**src/rtl/core/rsh_pkg.sv**
```systemverilog
// Shared types, constants and the CRC-16 helper for the serial slave frame handler.
package rsh_pkg;

    // CRC-16 with init 0xFFFF and polynomial 0x1021, MSB first, no final xor.
    localparam logic [15:0] CRC_INIT = 16'hFFFF;
    localparam logic [15:0] CRC_POLY = 16'h1021;

    localparam int MIN_FRAME_LEN = 8;
    localparam int SENSOR_COUNT  = 10;
    localparam int RESP_LEN      = 18;
    localparam int RESP_IDX_W    = $clog2(RESP_LEN);
    localparam int CMD_DEPTH     = 2;
    localparam int CFG_ADDR_W    = 5;

    localparam logic [7:0] SENSOR_COUNT_BYTE = 8'(SENSOR_COUNT);

    // Input item kinds and result types.
    localparam logic KIND_BYTE       = 1'b0;
    localparam logic KIND_ERROR      = 1'b1;
    localparam logic OUT_FRAME_BYTE  = 1'b0;
    localparam logic OUT_LIGHT_PULSE = 1'b1;

    // Configuration register indexes (byte address is four times the index).
    localparam logic [2:0] REG_HEADER_FIRST   = 3'd0;
    localparam logic [2:0] REG_HEADER_SECOND  = 3'd1;
    localparam logic [2:0] REG_TAIL_BYTE      = 3'd2;
    localparam logic [2:0] REG_OWN_ADDRESS    = 3'd3;
    localparam logic [2:0] REG_CODE_GET_PARAM = 3'd4;
    localparam logic [2:0] REG_CODE_RUN_LIGHT = 3'd5;

    // Positions inside the sensor-levels response frame.
    localparam logic [RESP_IDX_W-1:0] RESP_HDR_FIRST  = RESP_IDX_W'(0);
    localparam logic [RESP_IDX_W-1:0] RESP_HDR_SECOND = RESP_IDX_W'(1);
    localparam logic [RESP_IDX_W-1:0] RESP_ADDR       = RESP_IDX_W'(2);
    localparam logic [RESP_IDX_W-1:0] RESP_CODE       = RESP_IDX_W'(3);
    localparam logic [RESP_IDX_W-1:0] RESP_COUNT      = RESP_IDX_W'(4);
    localparam logic [RESP_IDX_W-1:0] RESP_SENSOR0    = RESP_IDX_W'(5);
    localparam logic [RESP_IDX_W-1:0] RESP_SENSOR_END = RESP_IDX_W'(5 + SENSOR_COUNT - 1);
    localparam logic [RESP_IDX_W-1:0] RESP_CRC_HI     = RESP_IDX_W'(5 + SENSOR_COUNT);
    localparam logic [RESP_IDX_W-1:0] RESP_CRC_LO     = RESP_IDX_W'(6 + SENSOR_COUNT);
    localparam logic [RESP_IDX_W-1:0] RESP_TAIL       = RESP_IDX_W'(RESP_LEN - 1);

    typedef struct packed {
        logic       kind;
        logic [7:0] rx_byte;
        logic [9:0] sensor_levels;
    } t_in_item;

    typedef struct packed {
        logic       out_type;
        logic [7:0] tx_byte;
        logic       last;
    } t_out_item;

    typedef struct packed {
        logic [7:0] header_first;
        logic [7:0] header_second;
        logic [7:0] tail_byte;
        logic [7:0] own_address;
        logic [7:0] code_get_param;
        logic [7:0] code_run_light;
    } t_cfg;

    typedef enum logic {
        CMD_GET,
        CMD_RUN
    } t_cmd_kind;

    typedef struct packed {
        t_cmd_kind  kind;
        logic [9:0] levels;
    } t_cmd;

    typedef enum logic {
        BK_IDLE,
        BK_RESP
    } t_back_state;

    // One byte of CRC-16, eight shift steps.
    function automatic logic [15:0] crc16_byte(input logic [15:0] crc_in,
                                               input logic [7:0]  data);
        logic [15:0] c;
        int          j;
        c = crc_in ^ {data, 8'h00};
        for (j = 0; j < 8; j++) begin
            c = c[15] ? ((c << 1) ^ CRC_POLY) : (c << 1);
        end
        return c;
    endfunction

endpackage

```
**src/rtl/core/rsh_front.sv**
```systemverilog
// Receive side: tracks the frame byte by byte, checks it at the tail and queues a command.
module rsh_front #(
    parameter int BUFFER_BYTES = 32
) (
    input  logic              i_clk,
    input  logic              i_rst_n,
    input  rsh_pkg::t_cfg     i_cfg,
    input  rsh_pkg::t_in_item i_item,
    input  logic              i_accept,
    output logic              o_cmd_push,
    output rsh_pkg::t_cmd     o_cmd
);
    import rsh_pkg::*;

    localparam int CW = $clog2(BUFFER_BYTES);

    logic [CW-1:0] r_count, n_count;
    logic [15:0]   r_crc, n_crc;
    // Last three stored bytes, newest in r_win0.
    logic [7:0]    r_win0, r_win1, r_win2;
    logic [7:0]    r_hdr0, r_hdr1, r_hdr2, r_hdr3;

    logic          is_byte;
    logic          is_error;
    logic [15:0]   crc_after;
    logic          at_wrap;
    logic          at_end;
    logic          frame_ok;
    logic          is_get;
    logic          is_run;

    // The CRC lags three bytes behind, so at the tail it covers all but the last three.
    always_comb begin
        is_byte   = i_accept && (i_item.kind == KIND_BYTE);
        is_error  = i_accept && (i_item.kind == KIND_ERROR);
        crc_after = (r_count >= CW'(3)) ? crc16_byte(r_crc, r_win2) : r_crc;
        at_wrap   = (r_count == CW'(BUFFER_BYTES - 1));
        at_end    = !at_wrap && (r_count >= CW'(MIN_FRAME_LEN - 1))
                    && (i_item.rx_byte == i_cfg.tail_byte);
        frame_ok  = (r_hdr0 == i_cfg.header_first) && (r_hdr1 == i_cfg.header_second)
                    && ({r_win1, r_win0} == crc_after) && (r_hdr2 == i_cfg.own_address);
        is_get    = (r_hdr3 == i_cfg.code_get_param);
        is_run    = (r_hdr3 == i_cfg.code_run_light);

        o_cmd_push   = is_byte && at_end && frame_ok && (is_get || is_run);
        o_cmd.kind   = is_get ? CMD_GET : CMD_RUN;
        o_cmd.levels = i_item.sensor_levels;

        n_count = r_count;
        n_crc   = r_crc;
        if (is_error) begin
            n_count = '0;
            n_crc   = CRC_INIT;
        end else if (is_byte) begin
            if (at_wrap || at_end) begin
                n_count = '0;
                n_crc   = CRC_INIT;
            end else begin
                n_count = r_count + CW'(1);
                n_crc   = crc_after;
            end
        end
    end

    always_ff @(posedge i_clk) begin
        if (!i_rst_n) begin
            r_count <= '0;
            r_crc   <= CRC_INIT;
        end else begin
            r_count <= n_count;
            r_crc   <= n_crc;
        end
    end

    always_ff @(posedge i_clk) begin
        if (is_byte) begin
            r_win0 <= i_item.rx_byte;
            r_win1 <= r_win0;
            r_win2 <= r_win1;
            case (r_count)
                CW'(0):  r_hdr0 <= i_item.rx_byte;
                CW'(1):  r_hdr1 <= i_item.rx_byte;
                CW'(2):  r_hdr2 <= i_item.rx_byte;
                CW'(3):  r_hdr3 <= i_item.rx_byte;
                default: ;
            endcase
        end
    end

endmodule

```
**src/rtl/core/rsh_cmd_queue.sv**
```systemverilog
// Short command queue between the receive side and the response side.
module rsh_cmd_queue (
    input  logic          i_clk,
    input  logic          i_rst_n,
    input  logic          i_push,
    input  rsh_pkg::t_cmd i_cmd,
    output logic          o_full,
    output logic          o_empty,
    input  logic          i_pop,
    output rsh_pkg::t_cmd o_cmd
);
    import rsh_pkg::*;

    localparam int PW = $clog2(CMD_DEPTH);
    localparam int NW = $clog2(CMD_DEPTH + 1);

    t_cmd          r_slot [CMD_DEPTH];
    logic [PW-1:0] r_wr_ptr, n_wr_ptr;
    logic [PW-1:0] r_rd_ptr, n_rd_ptr;
    logic [NW-1:0] r_fill, n_fill;
    logic          do_push;
    logic          do_pop;

    always_comb begin
        o_full   = (r_fill == NW'(CMD_DEPTH));
        o_empty  = (r_fill == '0);
        o_cmd    = r_slot[r_rd_ptr];
        do_push  = i_push && !o_full;
        do_pop   = i_pop && !o_empty;
        n_wr_ptr = r_wr_ptr;
        n_rd_ptr = r_rd_ptr;
        if (do_push) begin
            n_wr_ptr = (r_wr_ptr == PW'(CMD_DEPTH - 1)) ? '0 : r_wr_ptr + PW'(1);
        end
        if (do_pop) begin
            n_rd_ptr = (r_rd_ptr == PW'(CMD_DEPTH - 1)) ? '0 : r_rd_ptr + PW'(1);
        end
        n_fill = r_fill + NW'(do_push) - NW'(do_pop);
    end

    always_ff @(posedge i_clk) begin
        if (!i_rst_n) begin
            r_wr_ptr <= '0;
            r_rd_ptr <= '0;
            r_fill   <= '0;
        end else begin
            r_wr_ptr <= n_wr_ptr;
            r_rd_ptr <= n_rd_ptr;
            r_fill   <= n_fill;
        end
    end

    always_ff @(posedge i_clk) begin
        if (do_push) begin
            r_slot[r_wr_ptr] <= i_cmd;
        end
    end

endmodule

```
**src/rtl/core/rsh_back.sv**
```systemverilog
// Response side: turns queued commands into result items through an output register.
module rsh_back (
    input  logic               i_clk,
    input  logic               i_rst_n,
    input  rsh_pkg::t_cfg      i_cfg,
    input  logic               i_cmd_empty,
    input  rsh_pkg::t_cmd      i_cmd,
    output logic               o_cmd_pop,
    output logic               o_empty,
    input  logic               i_pop,
    output rsh_pkg::t_out_item o_item
);
    import rsh_pkg::*;

    t_back_state           r_state, n_state;
    logic [RESP_IDX_W-1:0] r_idx, n_idx;
    logic [15:0]           r_crc, n_crc;
    logic [9:0]            r_levels, n_levels;
    t_out_item             r_out, n_out;
    logic                  r_out_valid, n_out_valid;

    logic                  out_free;
    logic                  load_out;
    logic [RESP_IDX_W-1:0] lvl_sel;
    logic [9:0]            lvl_shift;
    logic [7:0]            resp_byte;

    // Byte of the response frame at the current position.
    always_comb begin
        lvl_sel   = r_idx - RESP_SENSOR0;
        lvl_shift = r_levels >> lvl_sel;
        case (r_idx) inside
            RESP_HDR_FIRST:                 resp_byte = i_cfg.header_first;
            RESP_HDR_SECOND:                resp_byte = i_cfg.header_second;
            RESP_ADDR:                      resp_byte = i_cfg.own_address;
            RESP_CODE:                      resp_byte = i_cfg.code_get_param;
            RESP_COUNT:                     resp_byte = SENSOR_COUNT_BYTE;
            [RESP_SENSOR0:RESP_SENSOR_END]: resp_byte = {7'b0, lvl_shift[0]};
            RESP_CRC_HI:                    resp_byte = r_crc[15:8];
            RESP_CRC_LO:                    resp_byte = r_crc[7:0];
            RESP_TAIL:                      resp_byte = i_cfg.tail_byte;
            default:                        resp_byte = 8'h00;
        endcase
    end

    assign out_free = !r_out_valid || i_pop;

    always_comb begin
        n_state = r_state;
        unique case (r_state)
            BK_IDLE: begin
                if (!i_cmd_empty && out_free && (i_cmd.kind == CMD_GET)) begin
                    n_state = BK_RESP;
                end
            end
            BK_RESP: begin
                if (out_free && (r_idx == RESP_TAIL)) begin
                    n_state = BK_IDLE;
                end
            end
        endcase
    end

    always_comb begin
        o_cmd_pop = 1'b0;
        load_out  = 1'b0;
        n_idx     = r_idx;
        n_crc     = r_crc;
        n_levels  = r_levels;
        n_out     = r_out;
        unique case (r_state)
            BK_IDLE: begin
                if (!i_cmd_empty && out_free) begin
                    o_cmd_pop = 1'b1;
                    if (i_cmd.kind == CMD_RUN) begin
                        load_out       = 1'b1;
                        n_out.out_type = OUT_LIGHT_PULSE;
                        n_out.tx_byte  = 8'h00;
                        n_out.last     = 1'b1;
                    end else begin
                        n_levels = i_cmd.levels;
                        n_idx    = '0;
                        n_crc    = CRC_INIT;
                    end
                end
            end
            BK_RESP: begin
                if (out_free) begin
                    load_out       = 1'b1;
                    n_out.out_type = OUT_FRAME_BYTE;
                    n_out.tx_byte  = resp_byte;
                    n_out.last     = (r_idx == RESP_TAIL);
                    if (r_idx < RESP_CRC_HI) begin
                        n_crc = crc16_byte(r_crc, resp_byte);
                    end
                    n_idx = r_idx + RESP_IDX_W'(1);
                end
            end
        endcase
        if (load_out) begin
            n_out_valid = 1'b1;
        end else if (i_pop) begin
            n_out_valid = 1'b0;
        end else begin
            n_out_valid = r_out_valid;
        end
        o_empty = !r_out_valid;
        o_item  = r_out;
    end

    always_ff @(posedge i_clk) begin
        if (!i_rst_n) begin
            r_state     <= BK_IDLE;
            r_out_valid <= 1'b0;
        end else begin
            r_state     <= n_state;
            r_out_valid <= n_out_valid;
        end
    end

    always_ff @(posedge i_clk) begin
        r_idx    <= n_idx;
        r_crc    <= n_crc;
        r_levels <= n_levels;
        r_out    <= n_out;
    end

    a_idx_range : assert property (@(posedge i_clk) disable iff (!i_rst_n)
        (r_state == BK_RESP) |-> (r_idx <= RESP_TAIL))
        else $error("response index ran past the tail byte");

    a_pulse_shape : assert property (@(posedge i_clk) disable iff (!i_rst_n)
        (r_out_valid && (r_out.out_type == OUT_LIGHT_PULSE))
        |-> (r_out.last && (r_out.tx_byte == 8'h00)))
        else $error("light pulse item is not a single zero-byte last item");

    a_pop_idle : assert property (@(posedge i_clk) disable iff (!i_rst_n)
        o_cmd_pop |-> ((r_state == BK_IDLE) && !i_cmd_empty))
        else $error("command taken while a response is in progress");

endmodule

```
**src/rtl/core/rs485_slave_frame_handler_top.sv**
```systemverilog
// Top level of the serial slave frame handler: configuration registers and the two halves.
// Throughput: one input item is accepted per cycle while the command queue has room.
// Path: a command pulse goes through the command queue and the output register to the result port;
// a sensor-levels response goes through the queue and the response state, then gives one item per
// cycle, 18 items in all, as fast as the consumer pops them; the response side sets that pace.
// Reset (synchronous, active low) clears the byte count, queue and output register and loads
// the configuration registers with their default values; the frame bytes themselves are not reset.
module rs485_slave_frame_handler_top #(
    parameter int BUFFER_BYTES = 32
) (
    input  logic                                 i_clk,
    input  logic                                 i_rst_n,
    // Input item queue side.
    input  logic                                 push,
    output logic                                 full,
    input  rsh_pkg::t_in_item                    i_item,
    // Result queue side.
    output logic                                 empty,
    input  logic                                 pop,
    output rsh_pkg::t_out_item                   o_item,
    // Configuration port.
    input  logic                                 psel,
    input  logic                                 penable,
    input  logic                                 pwrite,
    input  logic [rsh_pkg::CFG_ADDR_W-1:0]       paddr,
    input  logic [31:0]                          pwdata,
    output logic [31:0]                          prdata,
    output logic                                 pready
);
    import rsh_pkg::*;

    t_cfg       r_cfg, n_cfg;
    logic [2:0] reg_idx;
    logic       cfg_write;
    logic [7:0] rd_byte;

    logic       in_accept;
    logic       cmd_push;
    t_cmd       cmd_in;
    logic       cmd_full;
    logic       cmd_empty;
    logic       cmd_pop;
    t_cmd       cmd_head;

    // Registers sit on 32-bit word addresses; only the low byte of each is implemented.
    assign reg_idx   = paddr[4:2];
    assign cfg_write = psel && penable && pwrite;
    assign pready    = 1'b1;

    always_comb begin
        n_cfg   = r_cfg;
        rd_byte = 8'h00;
        unique case (reg_idx)
            REG_HEADER_FIRST: begin
                rd_byte = r_cfg.header_first;
                if (cfg_write) n_cfg.header_first = pwdata[7:0];
            end
            REG_HEADER_SECOND: begin
                rd_byte = r_cfg.header_second;
                if (cfg_write) n_cfg.header_second = pwdata[7:0];
            end
            REG_TAIL_BYTE: begin
                rd_byte = r_cfg.tail_byte;
                if (cfg_write) n_cfg.tail_byte = pwdata[7:0];
            end
            REG_OWN_ADDRESS: begin
                rd_byte = r_cfg.own_address;
                if (cfg_write) n_cfg.own_address = pwdata[7:0];
            end
            REG_CODE_GET_PARAM: begin
                rd_byte = r_cfg.code_get_param;
                if (cfg_write) n_cfg.code_get_param = pwdata[7:0];
            end
            REG_CODE_RUN_LIGHT: begin
                rd_byte = r_cfg.code_run_light;
                if (cfg_write) n_cfg.code_run_light = pwdata[7:0];
            end
            default: ;
        endcase
        prdata = {24'h000000, rd_byte};
    end

    always_ff @(posedge i_clk) begin
        if (!i_rst_n) begin
            r_cfg.header_first   <= 8'hAA;
            r_cfg.header_second  <= 8'h55;
            r_cfg.tail_byte      <= 8'h0D;
            r_cfg.own_address    <= 8'h01;
            r_cfg.code_get_param <= 8'h01;
            r_cfg.code_run_light <= 8'h02;
        end else begin
            r_cfg <= n_cfg;
        end
    end

    // The receive side is held off only when the command queue has no room, so a
    // frame check at the tail byte always has a slot for its command.
    assign full      = cmd_full;
    assign in_accept = push && !cmd_full;

    rsh_front #(
        .BUFFER_BYTES(BUFFER_BYTES)
    ) u_front (
        .i_clk      (i_clk),
        .i_rst_n    (i_rst_n),
        .i_cfg      (r_cfg),
        .i_item     (i_item),
        .i_accept   (in_accept),
        .o_cmd_push (cmd_push),
        .o_cmd      (cmd_in)
    );

    rsh_cmd_queue u_queue (
        .i_clk   (i_clk),
        .i_rst_n (i_rst_n),
        .i_push  (cmd_push),
        .i_cmd   (cmd_in),
        .o_full  (cmd_full),
        .o_empty (cmd_empty),
        .i_pop   (cmd_pop),
        .o_cmd   (cmd_head)
    );

    // The response side drains the queue; its output register keeps the result
    // port decoupled from the receive side.
    rsh_back u_back (
        .i_clk       (i_clk),
        .i_rst_n     (i_rst_n),
        .i_cfg       (r_cfg),
        .i_cmd_empty (cmd_empty),
        .i_cmd       (cmd_head),
        .o_cmd_pop   (cmd_pop),
        .o_empty     (empty),
        .i_pop       (pop),
        .o_item      (o_item)
    );

endmodule
```
**config.mk**
```make
export PLATFORM = sky130hd
export DESIGN_NAME = rs485_slave_frame_handler_top
export DESIGN_NICKNAME = d
export VERILOG_FILES = /design/src/rtl/core/rsh_pkg.sv /design/src/rtl/core/rsh_front.sv /design/src/rtl/core/rsh_cmd_queue.sv /design/src/rtl/core/rsh_back.sv /design/src/rtl/core/rs485_slave_frame_handler_top.sv
export SDC_FILE = /design/constraint.sdc
export NUM_CORES = 1
export LEC_CHECK = 0
export BUFFER_PORTS_ARGS = -buffer_cell sky130_fd_sc_hd__buf_2
export CAP_MARGIN = 20
export CORE_ASPECT_RATIO = 0.6
export CORE_MARGIN = 2
export CORE_UTILIZATION = 51
export CTS_CLUSTER_SIZE = 28
export DETAILED_ROUTE_END_ITERATION = 6
export PLACE_DENSITY = 0.69
export SLEW_MARGIN = 20
export SYNTH_ARGS = -nofsm -noshare
export SYNTH_HDL_FRONTEND = slang
export SYNTH_SLANG_ARGS = --single-unit
```
**constraint.sdc**
```tcl
create_clock -name i_clk -period 5.8 [get_ports i_clk]
set_input_delay 0.87 -clock i_clk [delete_from_list [all_inputs] [get_ports i_clk]]
set_output_delay 0.87 -clock i_clk [all_outputs]
set_load 0.05 [all_outputs]
```
# Word-level counts from Yosys, hierarchy flattened
# Memories as Yosys holds them, arrays and structs flattened. A register that Yosys moved wholly into a read port is not among the register bits.
# Index checks and enable logic that the tools add are counted.
# classes
add_sub_neg	7
mul	0
div_mod_pow	0
order_cmp	5
eq_ne	29
shift	1
n_mux	60
n_bitwise	22
reduce_logical	46
# ops
operator	n
$mux 13	16
$mux 16	6
$mux 8	9
$eq 8x8->1	6
$not 3->3	16
$pmux 8 s6	1
$pmux 16 s2	1
$xor 16x16->16	2
$mux 10	3
$eq 5x2->1 const B	4
$mux 5	4
$pmux 10 s2	1
$reduce_and 2->1	10
$logic_and 1x1->1	19
$eq 16x16->1	1
$mux 1	16
$eq 5x5->1 const B	3
$add 5x1->5 const B	2
$eq 5x1->1 const B	2
$ge 5x3->1 const B	2
$logic_not 5->1	2
$pmux 5 s2	1
$shr 10x5->1	1
$reduce_and 3->1	3
24 further kinds	39
# totals
register_bits	172
latch_bits	0
mem_bits_rw	22
romBits	0
inputBits	63
out_inout_bits	45
elab_cells	197
memories	1
# memory_table
name	depth	word_bits	rd	rd_clocked_by_memory_dff	write_ports	line	rtl
u_queue.r_slot	2	11	1	1	1	rsh_cmd_queue.sv:17	t_cmd r_slot [CMD_DEPTH];

# Longest topological paths before layout
# Gate-level depths: netlist of the first run.
# logic_depth
depth_word	30
mapped_depth	14

# By module
# A second synthesis of the first run with hierarchy kept.
# unflattened
hier_cells	939
hier_area_um2	10425.0
# by_module_without_submodules
mod	n_inst	cells_per_inst	area_each_um2	seq_area_each_um2
rsh_front	1	330	4065.1	2102.0
rsh_back	1	291	2876.5	1271.2
rs485_slave_frame_handler_top	1	257	2451.1	960.9
rsh_cmd_queue	1	61	1032.2	760.7

# Worst setup path after synthesis of the first run
# OpenSTA, ideal clock, no wires.
# synth_timing
path_kind	input to output
start	in paddr[2] (netlist bit)
end	out prdata[0]
arrival_time_ps	2799
path_slack_ps	2131
stages	5
path_buffers	3
path_cell_list	clkbuf_1 > buf_1 > clkbuf_1 > a22oi_1 > o221ai_1
# synth_between
elab_chain_cells	2
elab_cells_between_ends	7
# synth_lines
element	line	rtl
from (decl)	rs485_slave_frame_handler_top.sv:25	input logic [rsh_pkg::CFG_ADDR_W-1:0] paddr,
$eq 3x3->1, or another cell as far along	rs485_slave_frame_handler_top.sv:53	unique case (reg_idx)
$pmux 8 s6 (*)	rs485_slave_frame_handler_top.sv:53	
to (decl)	rs485_slave_frame_handler_top.sv:27	output logic [31:0] prdata,
# Every way passes the cells marked *; elsewhere a longest branch is shown, timed or not.

# Worst setup path in the final report of the first run
# layout_timing
start	reg u_front.r_count[0]
end	mem u_queue.r_slot[1][2] (netlist bit), enable pin
# layout_between
elab_chain_cells	10
elab_cells_between_ends	16
# layout_lines
element	line	rtl
from (decl)	rsh_front.sv:17	logic [CW-1:0] r_count, n_count;
from (signal assigned)	rsh_front.sv:70	r_count <= n_count;
$ge 5x2->1 or $eq 5x5->1 (tied branches)	rsh_front.sv:36, rsh_front.sv:37	
$mux 16 or $logic_not 1->1 (tied branches)	rsh_front.sv:36, rsh_front.sv:38	
$eq 16x16->1 or $logic_and 1x1->1 (tied branches)	rsh_front.sv:41, rsh_front.sv:38	
$logic_and 1x1->1 (on tied branches)	rsh_front.sv:41, rsh_front.sv:39	
$logic_and 1x1->1 (on tied branches)	rsh_front.sv:41, rsh_front.sv:45	
$logic_and 1x1->1 (*) (2 in series)	rsh_front.sv:45	o_cmd_push = is_byte && at_end && frame_ok && (is_get || is_run);
$logic_and 1x1->1 (*)	rsh_cmd_queue.sv:28	do_push = i_push && !o_full;
$mux 1 (*)	rsh_cmd_queue.sv:54	if (do_push) begin
$mux 1 (implied by the code) (*)	rsh_cmd_queue.sv:55	r_slot[r_wr_ptr] <= i_cmd;
to (decl)	rsh_cmd_queue.sv:17	
# Marks and branches as above.

==> flow_metrics.env, run 1 <==
export IMPL_comb_power_share=0.226
export IMPL_criticalPathCategory="reg2reg"
export IMPL_slowest_stage="nor4_1"
export IMPL_postRouteAntennaNets=0
export IMPL_hold_viol_final=0
export IMPL_grt_pass1_vias=6501
export IMPL_fin_area_mm2=0.0111
export IMPL_clock_sinks=195
export IMPL_yosysTopAreaCell="edfxtp_1"
export IMPL_pin_count=108
export IMPL_fmax_mhz=245
export IMPL_die_width_um=185
export IMPL_start_kind="register"
export IMPL_synth_area_leaders="edfxtp_1 (35%), dfxtp_1 (15%), xnor2_1 (6.3%)"
export IMPL_htreeDepth=4
export IMPL_synth_top_area_frac=0.355
export IMPL_tightestPinTransition_ps=1050
export IMPL_synth_cell_type_count=77
export IMPL_syn_instance_count=895
export IMPL_synth_edff_count=119
export IMPL_setup_tns_ps=0
export IMPL_rrSetupSlack_ps=1720
export IMPL_wirelength_um=25400
export IMPL_synth_seq_cells=195
export IMPL_internal_power_w=0.00252
export IMPL_antenna_found_initial=0
export IMPL_clkPwrFrac=0.318
export IMPL_cap_violations=0
export IMPL_die_area_mm2=0.0209
export IMPL_post_cts_setup_buffer_count=0
export IMPL_total_power_w=0.00369
export IMPL_crit_family="simple AND/OR/NAND/NOR gates"
export IMPL_path_max_fanout=11
export IMPL_grt_max_degree=32
export IMPL_grtUsageTotal=0.251
export IMPL_powerDensity_mw_per_mm2=333
export IMPL_drc=0
export IMPL_regArea_mm2=0.00509
export IMPL_dpl_hpwl_um=18700
export IMPL_drive_above_1_share=0.151
export IMPL_clk_path_buf_depth=2
export IMPL_drt_iter0_markers=823
export IMPL_dr_pass1_iters=6
export IMPL_worstSetupEndpointType="register"
export IMPL_synth_area_per_cell_um2=11.3
export IMPL_placed_area_mm2=0.0105
export IMPL_skew_ps=14.3
export IMPL_diodes=0
export IMPL_cts_buffers=17
export IMPL_power_leakage_nw=3.98
export IMPL_path_buf_inv=0
export IMPL_netlist_area_mm2=0.0101
export IMPL_maxSlewViolCount=0
export IMPL_setup_viol=0
export IMPL_seqPwrFrac=0.457
export IMPL_cts_tree="done"
export IMPL_slowest_delay_ps=730
export IMPL_yosys_warnings=0
export IMPL_vias_per_cell=5.82
export IMPL_path_clk_slew_ps=80
export IMPL_slew_headroom=0.294
export IMPL_die_height_um=113
export IMPL_arrival_ps=4150
export IMPL_fin_crit_ps=4080
export IMPL_areaGrowthSynthToFinish_pct=9.68
export IMPL_via_count=7090
export IMPL_layout_common_cells="edfxtp_1 (119), nor2_1 (77), dfxtp_1 (76)"
export IMPL_grt_pass1_wl_um=38700
export IMPL_final_common_cell="edfxtp_1"
export IMPL_place_congestion=0.905
export IMPL_power_switching_w=0.00117
export IMPL_crit_required_ps=5870
export IMPL_ys_async_sr_fraction=0
export IMPL_path_cells="ha_1 -> a21o_1 -> a211o_1 -> nand4_1 -> nor4_1 -> nand4_1 -> nor4_1 -> nand3_1 -> nor2_1"
export IMPL_rsz0062_at_grt="false"
export IMPL_fin_crit_sh=0.704
export IMPL_initial_core_util=0.526
export IMPL_multiInputGateArea_mm2=0.00459
export IMPL_numPortBuffers=56
export IMPL_cts_resized=0
export IMPL_fillers=1625
export IMPL_clock_latency_ps=450
export IMPL_cts_root_buf="clkbuf_16"
export IMPL_synth_yosys_seq_area_share=0.505
export IMPL_core_region_area_mm2=0.0192
export IMPL_hold_path_class="reg2reg"
export IMPL_std_cell_rows=39
export IMPL_synth_flop_cell="edfxtp_1"
export IMPL_layout_nets=1015
export IMPL_outcome="finished clean"
export IMPL_ir_drop_uv=217
export IMPL_post_drt_wl_per_cell_um=20.9
export IMPL_holdBufCountCts=0
export IMPL_sw_frac_of_total=0.316
export IMPL_grt_overflow_total=0
[synthesized netlist by cell type (3+ instances only)]
| cell | n |
|---|---|
| a22oi_1 | 6 |
| or3_1 | 6 |
| inv_1 | 32 |
| a31oi_1 | 7 |
| dfxtp_1 | 76 |
| buf_6 | 3 |
| nand2b_1 | 9 |
| a211oi_1 | 8 |
| o21a_1 | 5 |
| o22ai_1 | 7 |
| o21ai_1 | 3 |
| nand2_1 | 69 |
| ha_1 | 13 |
| mux2_2 | 18 |
| o2111ai_1 | 3 |
| edfxtp_1 | 119 |
| nand4_1 | 14 |
| clkbuf_1 | 25 |
| or4_1 | 3 |
| mux4_2 | 3 |
| xnor2_1 | 73 |
| nor4_1 | 8 |
| buf_4 | 28 |
| o221ai_1 | 14 |
| o21ai_0 | 18 |
| nor3_1 | 14 |
| a32oi_1 | 4 |
| and3_1 | 9 |
| a221o_1 | 16 |
| buf_1 | 4 |
| buf_2 | 3 |
| nor2_1 | 78 |
| nor2b_1 | 5 |
| a21oi_1 | 22 |
| or2_2 | 3 |
| and2_1 | 6 |
| xor2_1 | 36 |
| mux2i_1 | 55 |
| nand3_1 | 15 |
| o211ai_1 | 3 |
| a31o_2 | 4 |
[cell type report]
type,instances,share of cell area
well taps,266,0.0301
clock inverters,10,0.00849
flip-flops and latches,195,0.461
inverters,32,0.0109
multi-input cells,628,0.415
clock buffers,22,0.0430
repair buffers,65,0.0315
[registers in the layout, indices dropped and copies added (netlist names), named ones only]
| signal | cells |
|---|---|
| u_front.r_hdr3 | 8 |
| u_back.r_levels | 10 |
| u_queue.r_slot | 22 |
| u_back.r_idx | 5 |
| u_back.r_state | 1 |
| u_queue.r_wr_ptr | 1 |
| r_cfg | 48 |
| u_front.r_crc | 16 |
| u_queue.r_rd_ptr | 1 |
| u_front.r_hdr0 | 8 |
| u_front.r_count | 5 |
| u_back.r_crc | 16 |
| u_front.r_hdr1 | 8 |
| u_front.r_win1 | 8 |
| u_front.r_win2 | 8 |
| u_back.r_out_valid | 1 |
| u_back.o_item | 10 |
| u_front.r_hdr2 | 8 |
| u_queue.r_fill | 2 |
| u_front.r_win0 | 8 |
[cells by family (layout without fill, tap and decap cells)]
group / after synthesis / after routing / share of synthesized area
AND/OR/NAND/NOR: 259 / 259 / 0.134
buffers and inverters: 95 / 129 / 0.0484
adder cells (fa/ha/maj): 13 / 13 / 0.0161
other: 2 / 25 / 0.000745
flip-flops: 195 / 195 / 0.505
AO/OA/AOI/OAI: 139 / 139 / 0.106
XOR/XNOR: 115 / 115 / 0.107
multiplexers: 77 / 77 / 0.0825
[power by group through the flow]
stage          Sequential [W]  Clock (W)  Combinational, W
6_report              0.00168    0.00117          0.000832
5_1_grt               0.00170    0.00124          0.000905
4_1_cts               0.00168    0.00118          0.000829
3_5_place_dp          0.00171          0          0.000824
3_3_place_gp          0.00171          0          0.000811
2_1_floorplan         0.00173          0          0.000604
[final timing paths]
kind | endpoint | depth (start not counted) | start
worst max register to register | u_queue.r_slot[1][2]$_DFFE_PP_ | 9 | u_front.r_count[0]$_SDFFE_PP0P_
worst min-delay path | u_front.r_win2[5]$_DFFE_PP_ | 0 | u_front.r_win1[5]$_DFFE_PP_
worst max-delay path | u_queue.r_slot[1][2]$_DFFE_PP_ | 9 | u_front.r_count[0]$_SDFFE_PP0P_
worst min register to register | u_front.r_win2[5]$_DFFE_PP_ | 0 | u_front.r_win1[5]$_DFFE_PP_
[per-layer routing]
metal	routed length [um]	track usage	share of wire	vias to the layer above
met4	208	0.0460	0.0082	0
met5	0	0	0	-
li1	-	-	-	3306
met2	10000	0.325	0.39	324
met1	12500	0.403	0.49	3439
met3	2680	0.0811	0.11	21
[worst reg2reg max path: stages, from the launching register on]
cell and delay (ps):
dfxtp_1 470, ha_1 290, a21o_1 160, a211o_1 200, nand4_1 140, nor4_1 730, nand4_1 220, nor4_1 600
nand3_1 180, nor2_1 720
[per-stage QoR]
step,utilization,hold WS (ps),worst slack [ps],instances
after detailed placement,0.546,462,1680,1186
after global routing,0.576,507,1400,1218
after floorplan,-,448,2130,918
after global placement,0.546,464,1740,1186
final,0.576,481,1720,1218
after CTS,0.576,480,1810,1218
Power figures use the tool's default switching activity.
==> inputs of run 2 (changes only) <==
--- a/config.mk
+++ b/config.mk
@@ -12,7 +12,7 @@
 export CORE_UTILIZATION = 51
 export CTS_CLUSTER_SIZE = 28
 export DETAILED_ROUTE_END_ITERATION = 6
-export PLACE_DENSITY = 0.69
+export PLACE_DENSITY = 0.72
 export SLEW_MARGIN = 20
 export SYNTH_ARGS = -nofsm -noshare
 export SYNTH_HDL_FRONTEND = slang
==> constraint.sdc (replaced) <==
create_clock -name i_clk -period 3.6 [get_ports i_clk]
set_input_delay 0.54 -clock i_clk [delete_from_list [all_inputs] [get_ports i_clk]]
set_output_delay 0.54 -clock i_clk [all_outputs]
set_load 0.05 [all_outputs]
==> flow_metrics.env, run 2 (synthesis results as in run 1) <==
export IMPL_grt_max_degree=39
export IMPL_postRouteAntennaNets=0
export IMPL_drc=0
export IMPL_pin_count=108
export IMPL_cts_buffers=17
export IMPL_drt_iter0_markers=809
export IMPL_fin_area_mm2=0.0113
export IMPL_clock_sinks=195
export IMPL_regMostFlops="r_cfg"
export IMPL_slowest_delay_ps=590
export IMPL_top_regs="r_cfg x48, u_queue.r_slot x22"
export IMPL_fin_crit_ps=3370
export IMPL_cap_violations=0
export IMPL_power_leakage_nw=4.13
export IMPL_std_cell_rows=39
export IMPL_path_buf_inv=2
export IMPL_grtUsageTotal=0.253
export IMPL_die_area_mm2=0.0209
export IMPL_vias_per_cell=5.77
export IMPL_htreeDepth=4
export IMPL_setup_viol=0
export IMPL_start_kind="register"
export IMPL_setup_tns_ps=0
export IMPL_skew_ps=13.7
export IMPL_post_drt_wl_per_cell_um=20.6
export IMPL_areaGrowthSynthToFinish_pct=12.5
export IMPL_wirelength_um=25800
export IMPL_worstSetupEndpointType="register"
export IMPL_post_cts_setup_buffer_count=0
export IMPL_die_width_um=185
export IMPL_dr_pass1_iters=5
export IMPL_via_count=7229
export IMPL_grt_overflow_total=0
export IMPL_holdWs_ps=280
export IMPL_layout_nets=1049
export IMPL_crit_required_ps=3790
export IMPL_rsz0062_at_grt="false"
export IMPL_outcome="finished clean"
export IMPL_tightestPinTransition_ps=1020
export IMPL_hold_path_class="in2reg"
export IMPL_largest_reg_flops=48
export IMPL_crit_family="compound AO/OA/AOI/OAI gates"
export IMPL_slew_headroom=0.316
export IMPL_place_congestion=0.913
export IMPL_initial_core_util=0.526
export IMPL_antenna_found_initial=2
export IMPL_dpl_hpwl_um=19200
export IMPL_clk_path_buf_depth=2
export IMPL_placed_area_mm2=0.0107
export IMPL_cts_root_buf="clkbuf_16"
export IMPL_layout_common_cells="edfxtp_1 (119), nor2_1 (78), dfxtp_1 (76)"
export IMPL_fmax_mhz=297
export IMPL_final_common_cell="edfxtp_1"
export IMPL_arrival_ps=3550
export IMPL_drive_above_1_share=0.186
export IMPL_grt_pass1_vias=6604
export IMPL_hold_viol_final=0
export IMPL_criticalPathCategory="reg2reg"
export IMPL_core_region_area_mm2=0.0192
export IMPL_fin_util=0.591
export IMPL_slowest_stage="or4b_1"
export IMPL_fin_crit_sh=0.935
export IMPL_ir_drop_uv=348
export IMPL_clock_latency_ps=460
export IMPL_die_height_um=113
export IMPL_numPortBuffers=56
export IMPL_powerDensity_mw_per_mm2=526
export IMPL_path_cells="inv_1 -> ha_1 -> or4b_1 -> buf_4 -> o21ai_1 -> o21ai_0 -> a211o_1 -> a211oi_4 -> xor2_2 -> xnor2_1 -> nand2_1"
export IMPL_path_clk_slew_ps=70
export IMPL_grt_pass1_wl_um=39000
export IMPL_maxSlewViolCount=0
export IMPL_cts_tree="done"
export IMPL_path_max_fanout=7
## run 2: stage by stage
| step | instances | total power, W | worst slack, ps |
|---|---|---|---|
| detailed placement | 1220 | 0.00411 | 188 |
| global route | 1252 | 0.00620 | 19.9 |
| floorplan | 918 | 0.00376 | 263 |
| finish | 1253 | 0.00597 | 234 |
| global placement | 1220 | 0.00409 | 233 |
| CTS | 1252 | 0.00597 | 173 |
## run 2: what timing repair did
action | CTS | global route
endpoints found under the setup margin | 0 | 16
hold buffers | 0 | 0
gates resized for setup | 0 | 4
## run 2: cell type report
cell class	count	area, um2
Timing Repair Buffer	99	603
Antenna cell	1	2.50
Multi-Input combinational cell	628	4610
Clock inverter	15	148
Fill cell	1618	7840
Inverter	32	124
Sequential cell	195	5090
Tap cell	266	333
Clock buffer	17	425
## run 2: metal layers
| layer | global-route usage | up-vias | wire length (um) | share of wire |
|---|---|---|---|---|
| met5 | 0 | - | 13 | 0.00050 |
| met4 | 0.0561 | 2 | 212 | 0.0082 |
| met3 | 0.0879 | 21 | 2710 | 0.10 |
| met2 | 0.333 | 316 | 10400 | 0.40 |
| met1 | 0.394 | 3520 | 12500 | 0.48 |
| li1 | - | 3370 | - | - |
## run 2: worst paths after layout
path                                               startpoint                             end  slack (ps)  depth (start not counted)
worst max-delay path            u_back.r_idx[1]$_SDFFCE_PN0P_  u_back.r_crc[13]$_SDFFCE_PN1P_         230                         11
worst min-delay path                                i_item[5]  u_queue.r_slot[1][5]$_DFFE_PP_         280                          1
worst max register to register  u_back.r_idx[1]$_SDFFCE_PN0P_  u_back.r_crc[13]$_SDFFCE_PN1P_         230                         11
worst min register to register    u_front.r_win1[7]$_DFFE_PP_     u_front.r_win2[7]$_DFFE_PP_         490                          0
## run 2: report_power, final
group	internal [W]	switching, W
clock network	0.000919	0.000955
registers	0.00256	0.000130
logic	0.000516	0.000891
total	0.00399	0.00198
==> inputs of run 3 (changes only) <==
--- a/config.mk
+++ b/config.mk
@@ -9,10 +9,11 @@
 export CAP_MARGIN = 20
 export CORE_ASPECT_RATIO = 0.6
 export CORE_MARGIN = 2
-export CORE_UTILIZATION = 51
+export CORE_UTILIZATION = 55
+export CTS_CLUSTER_DIAMETER = 60
 export CTS_CLUSTER_SIZE = 28
 export DETAILED_ROUTE_END_ITERATION = 6
-export PLACE_DENSITY = 0.72
+export PLACE_DENSITY = 0.73
 export SLEW_MARGIN = 20
 export SYNTH_ARGS = -nofsm -noshare
 export SYNTH_HDL_FRONTEND = slang
==> constraint.sdc (replaced) <==
create_clock -name i_clk -period 4.35 [get_ports i_clk]
set_input_delay 0.6525 -clock i_clk [delete_from_list [all_inputs] [get_ports i_clk]]
set_output_delay 0.6525 -clock i_clk [all_outputs]
set_load 0.05 [all_outputs]
==> flow_metrics.env, run 3 (synthesis results as in run 1) <==
export IMPL_outcome="finished clean"
export IMPL_largest_reg_flops=48
export IMPL_drt_iter0_markers=745
export IMPL_grtUsageTotal=0.273
export IMPL_tightestPinTransition_ps=1100
export IMPL_dpl_hpwl_um=18300
export IMPL_htreeDepth=4
export IMPL_hold_path_class="in2reg"
export IMPL_multiInputGateArea_mm2=0.00458
export IMPL_clock_latency_ps=440
export IMPL_post_place_ws_ps=646
export IMPL_die_area_mm2=0.0195
export IMPL_via_count=7333
export IMPL_clk_path_buf_depth=2
export IMPL_fin_crit_sh=0.851
export IMPL_slowest_stage="edfxtp_1"
export IMPL_regArea_mm2=0.00509
export IMPL_cap_violations=0
export IMPL_holdBufCountCts=0
export IMPL_path_buf_inv=1
export IMPL_arrival_ps=3890
export IMPL_grt_util_met2=0.354
export IMPL_vias_per_cell=6.10
export IMPL_wirelength_um=25400
export IMPL_die_width_um=179
export IMPL_critPathMostFrequentCell="ha_1"
export IMPL_fillers=1449
export IMPL_areaGrowthSynthToFinish_pct=10.2
export IMPL_crit_family="compound AO/OA/AOI/OAI gates"
export IMPL_place_congestion=0.918
export IMPL_rsz0062_at_grt="false"
export IMPL_cts_root_buf="clkbuf_16"
export IMPL_reg2reg_from="u_back.r_idx[1]$_SDFFCE_PN0P_"
export IMPL_powerDensity_mw_per_mm2=444
export IMPL_grt_max_degree=39
export IMPL_grt_overflow_total=0
export IMPL_fmax_mhz=270
export IMPL_worstSetupEndpointType="register"
export IMPL_placed_area_mm2=0.0105
export IMPL_pin_count=108
export IMPL_grt_pass1_vias=6656
export IMPL_path_max_fanout=12
export IMPL_hold_viol_final=0
export IMPL_post_cts_setup_buffer_count=0
export IMPL_start_kind="register"
export IMPL_regMostFlops="r_cfg"
export IMPL_dr_pass1_iters=5
export IMPL_path_clk_slew_ps=70
export IMPL_skew_ps=7.27
export IMPL_initial_core_util=0.559
export IMPL_cts_resized=0
export IMPL_ir_drop_uv=321
export IMPL_slowest_delay_ps=530
export IMPL_core_region_area_mm2=0.0180
export IMPL_maxSlewViolCount=0
export IMPL_die_height_um=109
export IMPL_gr_usage_met3=0.0830
export IMPL_path_cells="ha_1 -> and3_1 -> ha_1 -> inv_1 -> nor2_1 -> a2111oi_2 -> o221ai_1 -> a21oi_2 -> xor2_2 -> xnor2_1 -> mux2_2"
export IMPL_cts_tree="done"
export IMPL_layout_nets=1025
export IMPL_grt_pass1_wl_um=39000
export IMPL_antenna_found_initial=0
export IMPL_top_regs="r_cfg x48, u_queue.r_slot x22"
export IMPL_diodes=0
export IMPL_cts_buffers=17
export IMPL_final_common_cell="edfxtp_1"
export IMPL_clock_sinks=195
export IMPL_slew_headroom=0.262
export IMPL_hold_path_startpoint="i_item[3]"
export IMPL_numPortBuffers=56
export IMPL_criticalPathCategory="reg2reg"
export IMPL_grtUsageMet1=0.434
export IMPL_drc=0
export IMPL_power_leakage_nw=4.03
export IMPL_postRouteAntennaNets=0
export IMPL_std_cell_rows=38
export IMPL_setup_tns_ps=0
export IMPL_crit_required_ps=4540
export IMPL_fin_crit_ps=3700
export IMPL_setup_ws_ps=650
export IMPL_drive_above_1_share=0.162
export IMPL_setup_viol=0
export IMPL_fin_area_mm2=0.0111
export IMPL_layout_common_cells="edfxtp_1 (119), nor2_1 (78), dfxtp_1 (76)"
export IMPL_post_drt_wl_per_cell_um=21.1
export IMPL_grt_busiest_layer="met1"
export IMPL_worstSetupStartpoint="u_back.r_idx[1]$_SDFFCE_PN0P_"
run 3: layer usage:
metal  share of wire  vias to the layer above  routed length [um]
li1                -                     3325                   -
met1            0.48                     3542               12100
met2            0.39                      429                9890
met3            0.12                       37                2990
met4           0.016                        0                 396
met5               0                        -                   0
run 3: final cells by class:
type                    count  area share
well taps                 240      0.0270
repair buffers             75      0.0381
multi-input cells         628       0.413
clock inverters            14      0.0124
inverters                  32      0.0108
clock buffers              18      0.0405
flip-flops and latches    195       0.459
run 3: final timing paths:
path,endpoint,slack (ps),cells after the start
max reg2reg,u_back.r_crc[15]$_SDFFCE_PN1P_,650,11
max,u_back.r_crc[15]$_SDFFCE_PN1P_,650,11
min reg2reg,u_front.r_win1[2]$_DFFE_PP_,480,0
min,u_queue.r_slot[0][3]$_DFFE_PP_,400,1
run 3: through the flow:
stage                     hold slack, ps  power, W  std cells   util
final                                401   0.00493       1202  0.617
after global routing                 388   0.00513       1202  0.617
after CTS                            378   0.00494       1202  0.617
after detailed placement             469   0.00339       1170  0.584
after global placement               455   0.00337       1169  0.583
after floorplan                      448   0.00311        918      -
run 3: power breakdown:
part	switching [W]	total (W)	internal (W)
registers	0.000106	0.00222	0.00211
clock network	0.000769	0.00157	0.000796
logic	0.000737	0.00115	0.000408
total	0.00161	0.00493	0.00332
run 3: worst register-to-register path, cell delays in order, from the launching register on:
cell	delay, ps
edfxtp_1	530
ha_1	310
and3_1	210
ha_1	290
inv_1	360
nor2_1	110
a2111oi_2	350
o221ai_1	170
a21oi_2	230
xor2_2	290
xnor2_1	240
mux2_2	380
